[src/hw/rtl/nsc_pkg.sv]
// Shared constants, types and helpers for the NMEA sentence checker.
package nsc_pkg;

  localparam int BUF_DEPTH_DEF = 128;
  localparam int SUM_START_DEF = 1;
  localparam int TAIL_LEN_DEF  = 5;
  localparam int HEX_POS_DEF   = 4;

  localparam int CNT_W     = 8;
  localparam int TAG_COUNT = 6;
  localparam int TYPE_W    = 3;

  localparam logic [7:0]        LINE_FEED = 8'h0A;
  localparam logic [TYPE_W-1:0] NO_TAG    = 3'd6;

  localparam logic [23:0] TAG_CODES [TAG_COUNT] = '{
    24'h524D43,  // RMC
    24'h565447,  // VTG
    24'h474741,  // GGA
    24'h475341,  // GSA
    24'h475356,  // GSV
    24'h474C4C   // GLL
  };

  typedef struct packed {
    logic                 fire;
    logic                 overflow;
    logic [TAG_COUNT-1:0] seen;
  } snap_ctrl_t;

  // {valid, value}
  function automatic logic [4:0] hex_digit(input logic [7:0] c);
    logic [4:0] r;
    r = 5'd0;
    if (c >= 8'h30 && c <= 8'h39) begin
      r = {1'b1, 4'(c - 8'h30)};
    end else if (c >= 8'h61 && c <= 8'h66) begin
      r = {1'b1, 4'(c - 8'h57)};
    end else if (c >= 8'h41 && c <= 8'h46) begin
      r = {1'b1, 4'(c - 8'h37)};
    end
    return r;
  endfunction

endpackage

[src/hw/rtl/nsc_track.sv]
// Input register and per-sentence state: count, XOR, tail bytes, tag window.
module nsc_track
  import nsc_pkg::*;
#(
  parameter int BUF_DEPTH = BUF_DEPTH_DEF,
  parameter int SUM_START = SUM_START_DEF,
  parameter int TAIL_LEN  = TAIL_LEN_DEF
) (
  input  logic                          clk,
  input  logic                          rst,
  input  logic                          data_valid,
  output logic                          data_stall,
  input  logic [7:0]                    data_byte,
  input  logic                          slot_busy,
  output snap_ctrl_t                    snap_ctrl,
  output logic [CNT_W-1:0]              snap_len,
  output logic [7:0]                    snap_xor,
  output logic [TAIL_LEN-1:0][7:0]      snap_tail
);

  logic                     byte_valid;
  logic [7:0]               byte_reg;
  logic [CNT_W-1:0]         byte_count;
  logic [7:0]               running_xor;
  logic [TAIL_LEN-1:0][7:0] tail_history;
  logic [23:0]              tag_window;
  logic [TAG_COUNT-1:0]     tag_seen;
  logic                     overflow_seen;

  logic                     store;
  logic                     is_lf;
  logic                     hold;
  logic                     advance;
  logic [CNT_W-1:0]         byte_count_next;
  logic [7:0]               running_xor_next;
  logic [TAIL_LEN-1:0][7:0] tail_history_next;
  logic [23:0]              tag_window_next;
  logic [TAG_COUNT-1:0]     tag_seen_next;
  logic                     overflow_seen_next;
  logic [23:0]              window_shift;
  logic [TAG_COUNT-1:0]     tag_match;

  assign is_lf   = (byte_reg == LINE_FEED);
  assign hold    = byte_valid && is_lf && slot_busy;
  assign advance = byte_valid && !hold;
  assign store   = (byte_count < CNT_W'(BUF_DEPTH));
  assign data_stall = hold;

  assign window_shift = {tag_window[15:0], byte_reg};

  always_comb begin
    for (int i = 0; i < TAG_COUNT; i++) begin
      tag_match[i] = (window_shift == TAG_CODES[i]);
    end
  end

  always_comb begin
    byte_count_next    = byte_count;
    running_xor_next   = running_xor;
    tail_history_next  = tail_history;
    tag_window_next    = tag_window;
    tag_seen_next      = tag_seen;
    overflow_seen_next = overflow_seen;
    if (store) begin
      byte_count_next = byte_count + CNT_W'(1);
      if (byte_count >= CNT_W'(SUM_START)) begin
        running_xor_next = running_xor ^ byte_reg;
      end
      for (int k = TAIL_LEN - 1; k > 0; k--) begin
        tail_history_next[k] = tail_history[k-1];
      end
      tail_history_next[0] = byte_reg;
      tag_window_next = window_shift;
      tag_seen_next   = tag_seen | tag_match;
    end else begin
      overflow_seen_next = 1'b1;
    end
  end

  assign snap_ctrl.fire     = advance && is_lf;
  assign snap_ctrl.overflow = overflow_seen_next;
  assign snap_ctrl.seen     = tag_seen_next;
  assign snap_len           = byte_count_next;
  assign snap_xor           = running_xor_next;
  assign snap_tail          = tail_history_next;

  always_ff @(posedge clk) begin
    if (rst) begin
      byte_valid <= 1'b0;
    end else if (!hold) begin
      byte_valid <= data_valid;
    end
  end

  always_ff @(posedge clk) begin
    if (data_valid && !hold) begin
      byte_reg <= data_byte;
    end
  end

  always_ff @(posedge clk) begin
    if (rst || (advance && is_lf)) begin
      byte_count    <= '0;
      running_xor   <= '0;
      tail_history  <= '0;
      tag_window    <= '0;
      tag_seen      <= '0;
      overflow_seen <= 1'b0;
    end else if (advance) begin
      byte_count    <= byte_count_next;
      running_xor   <= running_xor_next;
      tail_history  <= tail_history_next;
      tag_window    <= tag_window_next;
      tag_seen      <= tag_seen_next;
      overflow_seen <= overflow_seen_next;
    end
  end

endmodule

[config.mk]
export PLATFORM = sky130hd
export DESIGN_NAME = nsc_track
export DESIGN_NICKNAME = d
export VERILOG_FILES = /design/src/hw/rtl/nsc_pkg.sv /design/src/hw/rtl/nsc_track.sv
export SDC_FILE = /design/constraint.sdc
export NUM_CORES = 1
export LEC_CHECK = 0
export ABC_CLOCK_PERIOD_IN_PS = 2600
export BUFFER_PORTS_ARGS = -buffer_cell sky130_fd_sc_hd__buf_4
export CORE_UTILIZATION = 30
export DETAILED_ROUTE_END_ITERATION = 8
export SLEW_MARGIN = 20
export SYNTH_ARGS = -nofsm -noshare
export SYNTH_HDL_FRONTEND = slang
export SYNTH_SLANG_ARGS = --single-unit
[constraint.sdc]
create_clock -name clk -period 2.6 [get_ports clk]
set_input_delay 0.26 -clock clk [delete_from_list [all_inputs] [get_ports clk]]
set_output_delay 0.26 -clock clk [all_outputs]
set_load 0.01 [all_outputs]
==> impl_metrics.yaml, run 1 <==
clocking:
  clock-sinks: 88
  cts_buffers: 9
  clk_pin_slew_worst_paths_ps: 70
  insertion_delay_ps: 340
  h-tree-depth: 3
  cts_tree: "done"
  ctsHoldBuffers: 0
  clockBufferDepth: 2
  cts-root-buf: "clkbuf_16"
cells_and_area:
  reg_top3: "tail_history: 40 flops, tag_window: 16 flops"
  drive_gt1_share_pct: 30.7
  syn_to_final_growth_pct: 28.0
  register_area_sq_um: 1840
  antennaDiodeCount: 0
  final_cell_mix: "nand2_1, buf_4, dfxtp_1, a21oi_1, mux2_2"
  fillers: 1423
  largest_reg_flops: 40
  final_cells: 744
  final_nets: 574
  layout_commonest_cell: "nand2_1"
  top_register: "tail_history"
  fin_area_sq_um: 5450
  multi_input_area_sq_um: 2250
sta:
  report.final.hold_viol_count: 0
  drv_slew: 0
  setup_violations: 0
  rsz0062_at_grt: "no"
  tightestPinTransition_ps: 715
  worst_slew_margin_rel_pct: 51.6
  fin_crit_ps: 2480
  max_freq_mhz: 403
  hold_ws_ps: 88.7
  setup_tns_ps: 0
  finalCritPeriodShare_pct: 95.4
  finClkSkew_ps: 6.81
synthesis:
  syn_area_sq_um: 4250
  syn_nets: 501
  synth_cell_types: 43
  syn_avg_cell_area_sq_um: 8.75
  ys_ff_latch: 88
  synthCells: 486
  synth-edff-count: 8
  async_flop_share_pct: 0
  yosysWarnings: 0
  seq_area_frac_synth_pct: 43.3
  synth_ff_type: "dfxtp_1"
flow_run:
  max-cap-violations: 0
drt:
  vias: 3652
  wirelength_um: 11400
  ant_nets: 0
  drt_first_pass_iters: 4
  viasPerCell: 4.91
  drc_errors: 0
  drt-initial-drc-count: 188
  wl_per_cell_um: 15.3
worst_setup_path:
  crit_type: "reg2out"
  critPathRequiredTime_ps: 2340
  startpoint: "byte_count[7]"
  crit_arrival_ps: 2220
  start_kind: "flip-flop"
  r2r-start: "byte_reg[6]"
  crit_fanout: 4
  worstSetupEndpointType: "primary output"
pwr:
  peakVddDrop_v: 0.000256
  powerDensity_nw_per_um2: 573
  p_leak_nw: 2.03
place:
  dpl.cell_count: 724
  placed_area_sq_um: 5050
  place.gp.congestion: 0.759
  dp_hpwl_um: 7910
  portBuffers: 76
outcome:
  status: "finished clean"
floorplan:
  die_w_um: 121
  die_y_um: 121
  initial_core_util_pct: 30.6
  io_pins: 77
  dieArea_sq_um: 14700
  core_area_sq_um: 13900
  rows: 43
global_routing:
  grt_antenna_before_repair: 0
  grt_pass1_vias: 3542
  grt_pass1_wl_um: 18300
  grt_usage_pct: 16.1
  grt_max_degree: 80
  grt-ovfl-total: 0
min_path:
  hold_class: "in2reg"
  hp-start: "rst"
## cell usage after synthesis (3+ instances only)
library cell | n | area share (%)
nand2_1 | 113 | 10
dfxtp_1 | 80 | 38
a21oi_1 | 77 | 9.1
mux2_2 | 41 | 11
xnor2_1 | 21 | 4.3
clkbuf_1 | 17 | 1.5
nor2_1 | 14 | 1.2
buf_2 | 13 | 1.5
inv_1 | 13 | 1.1
edfxtp_1 | 8 | 5.6
nand4b_1 | 7 | 1.4
nand3b_1 | 6 | 1.1
nand4_1 | 6 | 0.88
nor4b_1 | 6 | 1.2
or3_1 | 6 | 0.88
or2_2 | 5 | 0.74
nor4_1 | 4 | 0.59
a31o_2 | 3 | 0.62
buf_4 | 3 | 0.53
ha_1 | 3 | 0.88
nand3_1 | 3 | 0.35
nor2b_1 | 3 | 0.44
nor3_1 | 3 | 0.35
nor4bb_1 | 3 | 0.71
o21ai_1 | 3 | 0.35
## power breakdown
| group | total (mW) | leakage, nW | internal (mW) | switching [mW] |
|---|---|---|---|---|
| registers | 1.43 | 0.726 | 1.40 | 0.0321 |
| logic | 0.321 | 1.15 | 0.142 | 0.179 |
| clock network | 1.37 | 0.147 | 0.809 | 0.558 |
## cell families (layout without fill, tap and decap cells)
logic type	after synthesis	in the layout	share of synthesized area [%]
fa+ha+maj	3	3	0.882
flops	88	88	43.3
buf+inv	47	125	4.79
simple gates	190	190	22.4
mux	41	41	10.9
compound gates	96	96	13.5
xor+xnor	21	21	4.32
## critical path, cell delays in order (launching register included)
cell and delay, ps:
dfxtp_2 340, or4b_4 540, or4_4 480, o41ai_4 350
buf_4 170
## metal layers
layer | track usage, % | wire length [um] | up-vias
met3 | 3.71 | 626 | 9
met4 | 6.02 | 119 | 0
met2 | 24.7 | 5210 | 97
met5 | 0 | 0 | -
met1 | 21.8 | 5450 | 1721
li1 | - | - | 1825
## final timing paths
check | depth (start not counted) | end | slack [ps]
max | 4 | snap_ctrl[0] | 120
min | 2 | byte_valid | 90
min reg2reg | 2 | tag_seen[4] | 450
max reg2reg | 5 | byte_count[7] | 330
## metrics by stage
step / util (%) / worst slack [ps] / total power, mW
2_1_floorplan: - / 328 / 1.63
3_3_place_gp: 36.4 / 213 / 1.77
3_5_place_dp: 36.4 / 197 / 1.77
4_1_cts: 38.8 / 1.42 / 3.15
5_1_grt: 39.2 / 40.7 / 3.23
6_report: 39.2 / 119 / 3.12
## final cells by class
type                    instances  area share [%]
multi-input cells             351            41.4
flip-flops and latches         88            33.8
clock inverters                 5            1.15
well taps                     180            4.14
inverters                      13           0.896
repair buffers                 96            13.9
clock buffers                  11            4.66
## repair_timing
action / CTS / global route
pin swaps: 0 / 2
endpoints found under the hold margin: 0 / 0
setup buffers: 0 / 4
endpoints found under the setup margin: 4 / 10
resized for setup: 3 / 4
(Power assumes the default switching activity.)
==> run 2: changes to the inputs <==
ABC_CLOCK_PERIOD_IN_PS = 2100   (was 2600)
CORE_UTILIZATION = 46   (was 30)
PLACE_DENSITY = 0.7   (was unset)
clock period = 2.1 ns   (was 2.6 ns; I/O delays follow)
==> impl_metrics.yaml, run 2 (synthesis results as in run 1) <==
worst_setup_path:
  crit_type: "reg2out"
  crit_fanout: 4
  critPathRequiredTime_ps: 1890
  crit_family: "simple AND/OR/NAND/NOR gates"
  start_kind: "flip-flop"
  slowest_stage: "or4b_4"
  crit_arrival_ps: 2120
  worstSetupEndpointType: "primary output"
  cpPeakStageDelay_ps: 500
  worst-path-buf-inv: 1
  path_cells: "or4b_4, or4_4, o41ai_4, buf_4"
sta:
  rsz0062_at_grt: "yes"
  setup_tns_ps: -9480
  worst_slew_margin_rel_pct: 66.7
  drv_slew: 0
  fin_crit_ps: 2330
  finClkSkew_ps: 13.7
  report.final.hold_viol_count: 0
  tightestPinTransition_ps: 493
  finalCritPeriodShare_pct: 111
  setup_violations: 92
  worst_slack_ps: -231
  max_freq_mhz: 429
cells_and_area:
  largest_reg_flops: 40
  syn_to_final_growth_pct: 51.2
  fin_area_sq_um: 6430
  top_register: "tail_history"
  layout_commonest_cell: "buf_4"
  final_cells: 728
  reg_top3: "tail_history: 40 flops, tag_window: 16 flops"
  final_nets: 630
  antennaDiodeCount: 0
  drive_gt1_share_pct: 51.9
  fillers: 630
  final_cell_mix: "buf_4, nand2_1, dfxtp_1, a21oi_2, mux2_2"
  final_util_pct: 72.7
place:
  placed_area_sq_um: 5210
  dpl.cell_count: 675
  dp_hpwl_um: 7570
  portBuffers: 76
  place.gp.congestion: 0.842
pwr:
  pwr-share-comb_pct: 17.7
  power_frac_seq_pct: 48.4
  peakVddDrop_v: 0.000367
  powerDensity_nw_per_um2: 569
  p_clk_share_pct: 33.8
  total_power_mw: 3.66
  switching_share_pct: 28.2
  power.internal_mw: 2.63
  p_switching_mw: 1.03
  p_leak_nw: 2.49
global_routing:
  grt_max_degree: 44
  grt_usage_pct: 23.4
  grt_pass1_wl_um: 17900
  grt-ovfl-total: 0
  grt_antenna_before_repair: 0
  grt_pass1_vias: 3600
drt:
  wl_per_cell_um: 18.5
  vias: 4146
  viasPerCell: 5.70
  ant_nets: 0
  drt-initial-drc-count: 191
  drc_errors: 5
  wirelength_um: 13500
  drt_first_pass_iters: 6
clocking:
  cts_tree: "done"
  h-tree-depth: 3
  cts-root-buf: "clkbuf_8"
  clock-sinks: 88
  cts_buffers: 9
  insertion_delay_ps: 370
  clockBufferDepth: 2
  clk_pin_slew_worst_paths_ps: 90
floorplan:
  rows: 34
  die_y_um: 98.2
  io_pins: 77
  core_area_sq_um: 8850
  die_w_um: 98.2
  dieArea_sq_um: 9640
  initial_core_util_pct: 48.1
min_path:
  hold_class: "in2reg"
outcome:
  status: "finished, violations left"
  violations: "design-rule violations, negative setup slack"
flow_run:
  max-cap-violations: 0
-- run 2: changes by cell type in the layout (fill, tap and decap cells not counted), moves of 6 or more --
cell and delta:
buf_6 +13, buf_8 +6, buf_4 +22, a21oi_2 +58, clkbuf_8 +9, nand2_1 -7, a21oi_1 -58, nor2_1 -7
-- run 2: cell type report --
cell class              count  area [sq um]  share of cell area (%)
multi-input cells         351          2710                    42.2
clock buffers               9           124                    1.93
clock inverters             7          76.3                    1.19
inverters                  13          48.8                   0.759
repair buffers            152          1490                    23.1
well taps                 108           135                    2.10
flip-flops and latches     88          1850                    28.7
-- run 2: through the flow --
| stage | setup slack [ps] | hold WS, ps |
|---|---|---|
| 3_3_place_gp | 19.6 | 377 |
| 4_1_cts | -214 | 6.54 |
| 6_report | -231 | 20.3 |
| 2_1_floorplan | 41.0 | 282 |
| 5_1_grt | -311 | -0.131 |
| 3_5_place_dp | -1.67 | 381 |
-- run 2: worst paths after layout --
path                 startpoint               to  slack (ps)  cells past startpoint
setup / recovery  tag_window[6]     snap_ctrl[0]        -230                      4
hold reg to reg     tag_seen[4]      tag_seen[4]         460                      2
hold / removal     data_byte[6]      byte_reg[6]          20                      1
setup reg to reg    byte_reg[7]  tail_history[0]        -160                      8
-- run 2: per-layer routing --
| metal | GRT usage (%) | wire length (um) | up-vias |
|---|---|---|---|
| li1 | - | - | 1946 |
| met4 | 8.15 | 365 | 0 |
| met5 | 0 | 0 | - |
| met3 | 5.51 | 951 | 32 |
| met1 | 31.2 | 5660 | 2004 |
| met2 | 37.3 | 6530 | 164 |
-- run 2: what timing repair did --
action | 4_1_cts | 5_1_grt
gates cloned | 0 | 11
buffers inserted | 6 | 18
endpoints found under the hold margin | 1 | 1
gates resized for setup | 25 | 115
hold buffers | 1 | 1
pin swaps | 7 | 26
setup endpoints to repair | 46 | 104
-- run 2: power by group through the flow --
stage,Clock (mW),Sequential [mW],Combinational (mW)
after CTS,1.26,1.77,0.451
after global placement,0,1.80,0.417
after floorplan,0,1.80,0.232
final,1.24,1.77,0.649
after global routing,1.33,1.78,0.682
after detailed placement,0,1.80,0.425
